$ cat config.mk
export PLATFORM = sky130hd
export DESIGN_NAME = dti_controller
export DESIGN_NICKNAME = d
export VERILOG_FILES = /design/src/hdl/distance_table_interpolator_defines.svh /design/src/hdl/dti_pkg.sv /design/src/hdl/dti_controller.sv
export SDC_FILE = /design/constraint.sdc
export NUM_CORES = 1
export LEC_CHECK = 0
export ABC_AREA = 1
export BUFFER_PORTS_ARGS = -buffer_cell sky130_fd_sc_hd__buf_2
export CAP_MARGIN = 0
export CORE_UTILIZATION = 46
export CTS_CLUSTER_DIAMETER = 120
export CTS_CLUSTER_SIZE = 28
export DETAILED_ROUTE_END_ITERATION = 6
export GPL_TIMING_DRIVEN = 0
export PLACE_DENSITY_LB_ADDON = 0.25
export SETUP_SLACK_MARGIN = 0.05
export SLEW_MARGIN = 20
export SYNTH_ARGS = -nofsm -noshare
export SYNTH_HDL_FRONTEND = slang
export SYNTH_SLANG_ARGS = --single-unit
$ cat constraint.sdc
create_clock -name i_clk -period 1.4 [get_ports i_clk]
set_input_delay 0.21 -clock i_clk [delete_from_list [all_inputs] [get_ports i_clk]]
set_output_delay 0.21 -clock i_clk [all_outputs]
set_load 0.01 [all_outputs]
$ cat src/hdl/distance_table_interpolator_defines.svh
// Assertion macros for the files that check their own logic.
`ifndef DISTANCE_TABLE_INTERPOLATOR_DEFINES_SVH
`define DISTANCE_TABLE_INTERPOLATOR_DEFINES_SVH

// The consequent must hold in the same cycle as the antecedent.
`define DTI_ASSERT_SAME(lbl, clk, rst_n, ante, cons) \
    lbl: assert property (@(posedge clk) disable iff (!rst_n) (ante) |-> (cons)) \
        else $error("assertion failed");

// The consequent must hold in the cycle after the antecedent.
`define DTI_ASSERT_NEXT(lbl, clk, rst_n, ante, cons) \
    lbl: assert property (@(posedge clk) disable iff (!rst_n) (ante) |=> (cons)) \
        else $error("assertion failed");

`endif

$ cat src/hdl/dti_pkg.sv
package dti_pkg;

    localparam int TABLE_DEPTH = 256;
    localparam int IDX_W       = $clog2(TABLE_DEPTH);
    localparam int CNT_W       = $clog2(TABLE_DEPTH + 1);
    localparam int DW          = 32;
    localparam int SW          = 64;
    localparam int CFG_IDX_W   = 2;
    localparam int DIV_STEPS   = 32;
    localparam int DCNT_W      = $clog2(DIV_STEPS);

    localparam logic [CFG_IDX_W-1:0] REG_NUM_POINTS = 2'd0;
    localparam logic [CFG_IDX_W-1:0] REG_PENALTY    = 2'd1;

    localparam logic FUNC_WRITE = 1'b0;
    localparam logic FUNC_QUERY = 1'b1;

    localparam logic [2:0] REGION_BELOW  = 3'd0;
    localparam logic [2:0] REGION_EXACT  = 3'd1;
    localparam logic [2:0] REGION_INTERP = 3'd2;
    localparam logic [2:0] REGION_ABOVE  = 3'd3;
    localparam logic [2:0] REGION_WRITE  = 3'd4;

    localparam logic [2:0] RD_ZERO  = 3'd0;
    localparam logic [2:0] RD_LAST  = 3'd1;
    localparam logic [2:0] RD_PROBE = 3'd2;
    localparam logic [2:0] RD_HI    = 3'd3;
    localparam logic [2:0] RD_LO    = 3'd4;

    localparam logic [1:0] SRC_ZERO = 2'd0;
    localparam logic [1:0] SRC_PEN  = 2'd1;
    localparam logic [1:0] SRC_RDV  = 2'd2;
    localparam logic [1:0] SRC_INT  = 2'd3;

    localparam logic [31:0] PENALTY_RESET = 32'd655360000;

    typedef struct packed {
        logic       accept;
        logic       rd_en;
        logic [2:0] rd_sel;
        logic       srch_init;
        logic       srch_upd;
        logic       lat_hi;
        logic       lat_lo;
        logic       mul;
        logic       div_step;
        logic       res_load;
        logic [1:0] res_src;
        logic [2:0] res_region;
        logic       out_load;
    } t_cmd;

    typedef struct packed {
        logic in_query;
        logic q_lt;
        logic q_gt;
        logic q_eq;
        logic cnt_zero;
        logic i_zero;
        logic den_le0;
        logic out_free;
    } t_status;

endpackage

$ cat src/hdl/dti_controller.sv
module dti_controller import dti_pkg::*; (
    input  logic    i_clk,
    input  logic    i_rst_n,
    input  logic    i_in_valid,
    output logic    o_in_ready,
    input  t_status i_status,
    output t_cmd    o_cmd
);

    localparam logic [3:0] S_IDLE = 4'd0;
    localparam logic [3:0] S_RD0  = 4'd1;
    localparam logic [3:0] S_RDL  = 4'd2;
    localparam logic [3:0] S_SRCH = 4'd3;
    localparam logic [3:0] S_SCMP = 4'd4;
    localparam logic [3:0] S_RDI  = 4'd5;
    localparam logic [3:0] S_RDLO = 4'd6;
    localparam logic [3:0] S_MUL  = 4'd7;
    localparam logic [3:0] S_DIV  = 4'd8;
    localparam logic [3:0] S_INT  = 4'd9;
    localparam logic [3:0] S_FIN  = 4'd10;

    logic [3:0]        r_state, n_state;
    logic [DCNT_W-1:0] r_dcnt, n_dcnt;

    assign o_in_ready = r_state == S_IDLE;

    always_comb begin
        o_cmd   = '0;
        n_state = r_state;
        n_dcnt  = r_dcnt;
        case (r_state)
            S_IDLE: begin
                if (i_in_valid) begin
                    o_cmd.accept = 1'b1;
                    if (i_status.in_query) begin
                        o_cmd.rd_en  = 1'b1;
                        o_cmd.rd_sel = RD_ZERO;
                        n_state      = S_RD0;
                    end else begin
                        o_cmd.res_load   = 1'b1;
                        o_cmd.res_src    = SRC_ZERO;
                        o_cmd.res_region = REGION_WRITE;
                        n_state          = S_FIN;
                    end
                end
            end
            S_RD0: begin
                if (i_status.q_lt) begin
                    o_cmd.res_load   = 1'b1;
                    o_cmd.res_src    = SRC_PEN;
                    o_cmd.res_region = REGION_BELOW;
                    n_state          = S_FIN;
                end else begin
                    o_cmd.rd_en  = 1'b1;
                    o_cmd.rd_sel = RD_LAST;
                    n_state      = S_RDL;
                end
            end
            S_RDL: begin
                if (i_status.q_gt) begin
                    o_cmd.res_load   = 1'b1;
                    o_cmd.res_src    = SRC_RDV;
                    o_cmd.res_region = REGION_ABOVE;
                    n_state          = S_FIN;
                end else begin
                    o_cmd.srch_init = 1'b1;
                    n_state         = S_SRCH;
                end
            end
            S_SRCH: begin
                o_cmd.rd_en = 1'b1;
                if (i_status.cnt_zero) begin
                    o_cmd.rd_sel = RD_HI;
                    n_state      = S_RDI;
                end else begin
                    o_cmd.rd_sel = RD_PROBE;
                    n_state      = S_SCMP;
                end
            end
            S_SCMP: begin
                o_cmd.srch_upd = 1'b1;
                n_state        = S_SRCH;
            end
            S_RDI: begin
                o_cmd.lat_hi = 1'b1;
                if (i_status.q_eq || i_status.i_zero) begin
                    o_cmd.res_load   = 1'b1;
                    o_cmd.res_src    = SRC_RDV;
                    o_cmd.res_region = REGION_EXACT;
                    n_state          = S_FIN;
                end else begin
                    o_cmd.rd_en  = 1'b1;
                    o_cmd.rd_sel = RD_LO;
                    n_state      = S_RDLO;
                end
            end
            S_RDLO: begin
                if (i_status.den_le0) begin
                    o_cmd.res_load   = 1'b1;
                    o_cmd.res_src    = SRC_RDV;
                    o_cmd.res_region = REGION_INTERP;
                    n_state          = S_FIN;
                end else begin
                    o_cmd.lat_lo = 1'b1;
                    n_state      = S_MUL;
                end
            end
            S_MUL: begin
                o_cmd.mul = 1'b1;
                n_dcnt    = '0;
                n_state   = S_DIV;
            end
            S_DIV: begin
                o_cmd.div_step = 1'b1;
                n_dcnt         = r_dcnt + DCNT_W'(1);
                if (r_dcnt == DCNT_W'(DIV_STEPS - 1)) begin
                    n_state = S_INT;
                end
            end
            S_INT: begin
                o_cmd.res_load   = 1'b1;
                o_cmd.res_src    = SRC_INT;
                o_cmd.res_region = REGION_INTERP;
                n_state          = S_FIN;
            end
            S_FIN: begin
                if (i_status.out_free) begin
                    o_cmd.out_load = 1'b1;
                    n_state        = S_IDLE;
                end
            end
            default: begin
                n_state = S_IDLE;
            end
        endcase
    end

    always_ff @(posedge i_clk) begin
        if (!i_rst_n) begin
            r_state <= S_IDLE;
            r_dcnt  <= '0;
        end else begin
            r_state <= n_state;
            r_dcnt  <= n_dcnt;
        end
    end

endmodule

After elaboration in Yosys (flattened, before gate mapping)
Index checks and enable logic that the tools add are counted.
- add/subtract/negate cells: 1
- multipliers: 0
- divide/modulo/power cells: 0
- magnitude comparators: 0
- equality and inequality tests: 14
- shift operators: 0
- muxes and demuxes: 35
- bitwise logic cells: 0
- reduce and logical (&&, ||, !) cells: 4
- operators with widths (operator ; number):
    $mux W4 ; 11
    $pmux W4 S11 ; 1
    $mux W6 ; 6
    $pmux W6 S6 ; 1
    $eq A4 B3 Y1 const B ; 4
    $pmux W4 S4 ; 1
    $mux W1 ; 13
    $eq A4 B4 Y1 const B ; 3
    $pmux W5 S2 ; 1
    $eq A4 B2 Y1 const B ; 2
    $ne A2 B2 Y1 const B ; 3
    $add A5 B1 Y5 const B ; 1
    $eq A5 B5 Y1 const B ; 1
    $mux W5 ; 1
    $eq A4 B1 Y1 const B ; 1
    $logic_not A4 Y1 ; 1
    $reduce_and A3 Y1 ; 1
    $reduce_bool A2 Y1 ; 1
    $logic_or A1 B1 Y1 ; 1
- flip-flop bits (word level): 9
- latch bits: 0
- bits in writable memories: 0
- memory bits (read-only): 0
- bits of input ports: 11
- output and inout bits: 19
- memories: 0

Logic depth before layout (Yosys ltp)
- word-level depth: 3
- gate-level depth with buffers: 10
- depth with buffers taken out: 10

Least setup slack after synthesis
No wires, ideal clock.
- path kind: register to output
- start point: register r_state[3]
- end point: output o_cmd[6] in the netlist's numbering
- arrival: 1107 ps
- data required time: 1190 ps
- path slack: 83 ps
- cell stages (with the launch flop): 5
- path buffers: 0
- cells stage by stage: dfxtp_1 > nor2_2 > nand3_1 > nor2_1 > nand3b_1
- RTL lines (element ; line ; text):
    from (decl) ; dti_controller.sv:22 ; logic [3:0] r_state, n_state;
    from (signal assigned) ; dti_controller.sv:143 ; r_state <= n_state;
    to (decl) ; dti_controller.sv:7 ; output t_cmd o_cmd

==> results.sh <==
export IMPL_status="finished with violations"
export IMPL_violations="negative setup slack"
export IMPL_final_cell_mix="25 x buf_2, 22 x nand2_1, 17 x buf_4"
export IMPL_slew_headroom=0.820
export IMPL_max_cap_violations=0
export IMPL_ff2ff_setup_slack_ns=-0.13
export IMPL_layout_drive_gt1_share=0.588
export IMPL_finClkSkew_ns=0.0171
export IMPL_setup_viol=20
export IMPL_grt_pass1_vias=846
export IMPL_cts_tree="yes"
export IMPL_syn_area_per_cell_um2=6.01
export IMPL_clock_latency_ns=0.27
export IMPL_syn_inst=116
export IMPL_track_usage=0.313
export IMPL_clock_path_buffers=2
export IMPL_pin_count=30
export IMPL_drtIter0Drc=93
export IMPL_leakage_nw=0.679
export IMPL_dp_hpwl_um=1470
export IMPL_firstDrtPassIters=5
export IMPL_vias=1087
export IMPL_htree_levels=1
export IMPL_cts_sinks=9
export IMPL_fp_dieH_um=40.9
export IMPL_drc=0
export IMPL_port_buffers=29
export IMPL_grt_overflow=0
export IMPL_tns_ns=-2.77
export IMPL_period_needed_ns=1.68
export IMPL_rsz0062_at_grt="yes"
export IMPL_yosysSeqAreaShare=0.259
export IMPL_rr_worst_depth=10
export IMPL_routed_via_density=5.88
export IMPL_report_final_slew_viol_count=0
export IMPL_wl_per_cell_um=17.7
export IMPL_worstPathRequired_ns=1.19
export IMPL_setup_worst_path_end_class="primary output"
export IMPL_gp_congestion=0.844
export IMPL_antenna_found_initial=0
export IMPL_dpl_worst_slack_ns=-0.216
export IMPL_hold_path_cell_count=3
export IMPL_rr_endpoint="r_state[0]"
export IMPL_path_clk_slew_ns=0.07
export IMPL_ys_ff_latch=9
export IMPL_ant_nets=0
export IMPL_cts_root_buffer="clkbuf_4"
export IMPL_dieArea_um2=1670
export IMPL_finish_net_count=184
export IMPL_synthesis_nets=129
export IMPL_cp_arrival_ns=1.47
export IMPL_rows=13
export IMPL_die_x_um=40.9
export IMPL_netlist_area_um2=697
export IMPL_period_share=1.20
export IMPL_hold_viol_final=0
export IMPL_ys_warn_count=0
export IMPL_ys_types=19
export IMPL_totalWireLength_um=3280
export IMPL_area_growth_pct=80.6
export IMPL_crit_path_start_kind="flop"
export IMPL_final_common_cell="buf_2"
export IMPL_holdCritPathClass="input port to flop"
export IMPL_r2r_start="r_state[0]"
export IMPL_ir_worst_vdd_mv=1.63
export IMPL_start_util=0.516
export IMPL_grt_max_degree=7
export IMPL_numCtsBuffers=3
export IMPL_fin_util=0.932
export IMPL_grt_first_pass_wirelength_um=3380
export IMPL_critical_path_class="flop to primary output"
export IMPL_diodes=0
export IMPL_core_area_um2=1350
export IMPL_n_fill_cell=50
export IMPL_critPathMaxFanout=6
export IMPL_postPlaceCellArea_um2=861
export IMPL_regArea_um2=198
export IMPL_p_per_area_nw_per_um2=1860
export IMPL_setup_ws_ns=-0.279
export IMPL_min_to="r_state[2]"
export IMPL_fmax_mhz=596
export IMPL_final_cell_area_um2=1260
export IMPL_multi_input_comb_area_um2=587
export IMPL_worst_pin_slew_ns=0.267
export IMPL_min_from="i_rst_n"
Yosys cell counts:
| cell type | n | area, um^2 |
|---|---|---|
| o21ai_0 | 4 | 20.0 |
| nand3_1 | 11 | 55.1 |
| inv_2 | 2 | 7.51 |
| nand2_1 | 30 | 113 |
| nor2_2 | 5 | 31.3 |
| nor3_1 | 1 | 5.00 |
| nand3b_1 | 3 | 22.5 |
| nor2_1 | 13 | 48.8 |
| a21oi_2 | 2 | 17.5 |
| a21oi_1 | 7 | 35.0 |
| nor4_1 | 1 | 6.26 |
| nand2_2 | 3 | 18.8 |
| a211oi_1 | 1 | 7.51 |
| ha_1 | 2 | 25.0 |
| nand4_1 | 1 | 6.26 |
| dfxtp_1 | 9 | 180 |
| nor3b_1 | 1 | 7.51 |
| nor2_4 | 2 | 22.5 |
| inv_1 | 18 | 67.6 |
logic make-up after synthesis:
group / after synthesis / synth area share
buf+inv: 20 / 0.108
flops: 9 / 0.259
simple gates: 71 / 0.483
fa+ha+maj: 2 / 0.0359
compound gates: 14 / 0.115
repair_timing:
action	in CTS	in global routing
setup endpoints to repair	23	22
hold buffers	0	0
pin swaps	16	19
hold endpoints to repair	0	0
cloned	0	0
buffers inserted	14	7
gates resized for setup	35	23
per-layer routing:
| layer | share of wire | track usage |
|---|---|---|
| met4 | 0.026 | 0.117 |
| met2 | 0.49 | 0.547 |
| met5 | 0 | 0 |
| met3 | 0.11 | 0.125 |
| met1 | 0.37 | 0.332 |
critical path, cell delays in order, from the launching register on:
cell	delay, ns
dfxtp_4	0.38
buf_6	0.13
nor2_4	0.17
buf_6	0.14
nand2_1	0.08
nor2_2	0.15
buf_2	0.16
registers in the layout, summed over array words and instances (netlist names):
| name | count |
|---|---|
| r_dcnt | 5 |
| r_state | 4 |
stage by stage:
step           hold WS (ns)  power (W)  cells
3_3_place_gp          0.453    0.00133    160
3_5_place_dp          0.462    0.00136    160
2_1_floorplan         0.335    0.00107    116
6_report              0.205    0.00234    185
5_1_grt               0.202    0.00244    185
4_1_cts               0.211    0.00191    178
report_power, final:
group          total, W  switching [W]  internal [W]
registers      0.000463       0.000126      0.000337
clock network  0.000211       0.000101      0.000110
logic           0.00167       0.000954      0.000714
total           0.00234        0.00118       0.00116
how the worst max path moves through the flow:
stage | startpoint | end | slack, ns | depth (start not counted)
2_1_floorplan | r_state[3] | o_cmd[6] | 0.08 | 4
3_3_place_gp | r_state[0] | o_cmd[16] | -0.21 | 6
3_5_place_dp | r_state[0] | o_cmd[16] | -0.22 | 6
4_1_cts | r_state[2] | o_cmd[16] | -0.17 | 6
5_1_grt | r_state[0] | o_cmd[9] | -0.32 | 6
6_report | r_state[0] | o_cmd[9] | -0.28 | 6
cell type report:
type	instances	share of cell area
Clock buffer	4	0.0209
Inverter	20	0.0616
Multi-Input combinational cell	87	0.466
Sequential cell	9	0.157
Tap cell	15	0.0149
Timing Repair Buffer	50	0.279
(Power assumes the default switching activity.)
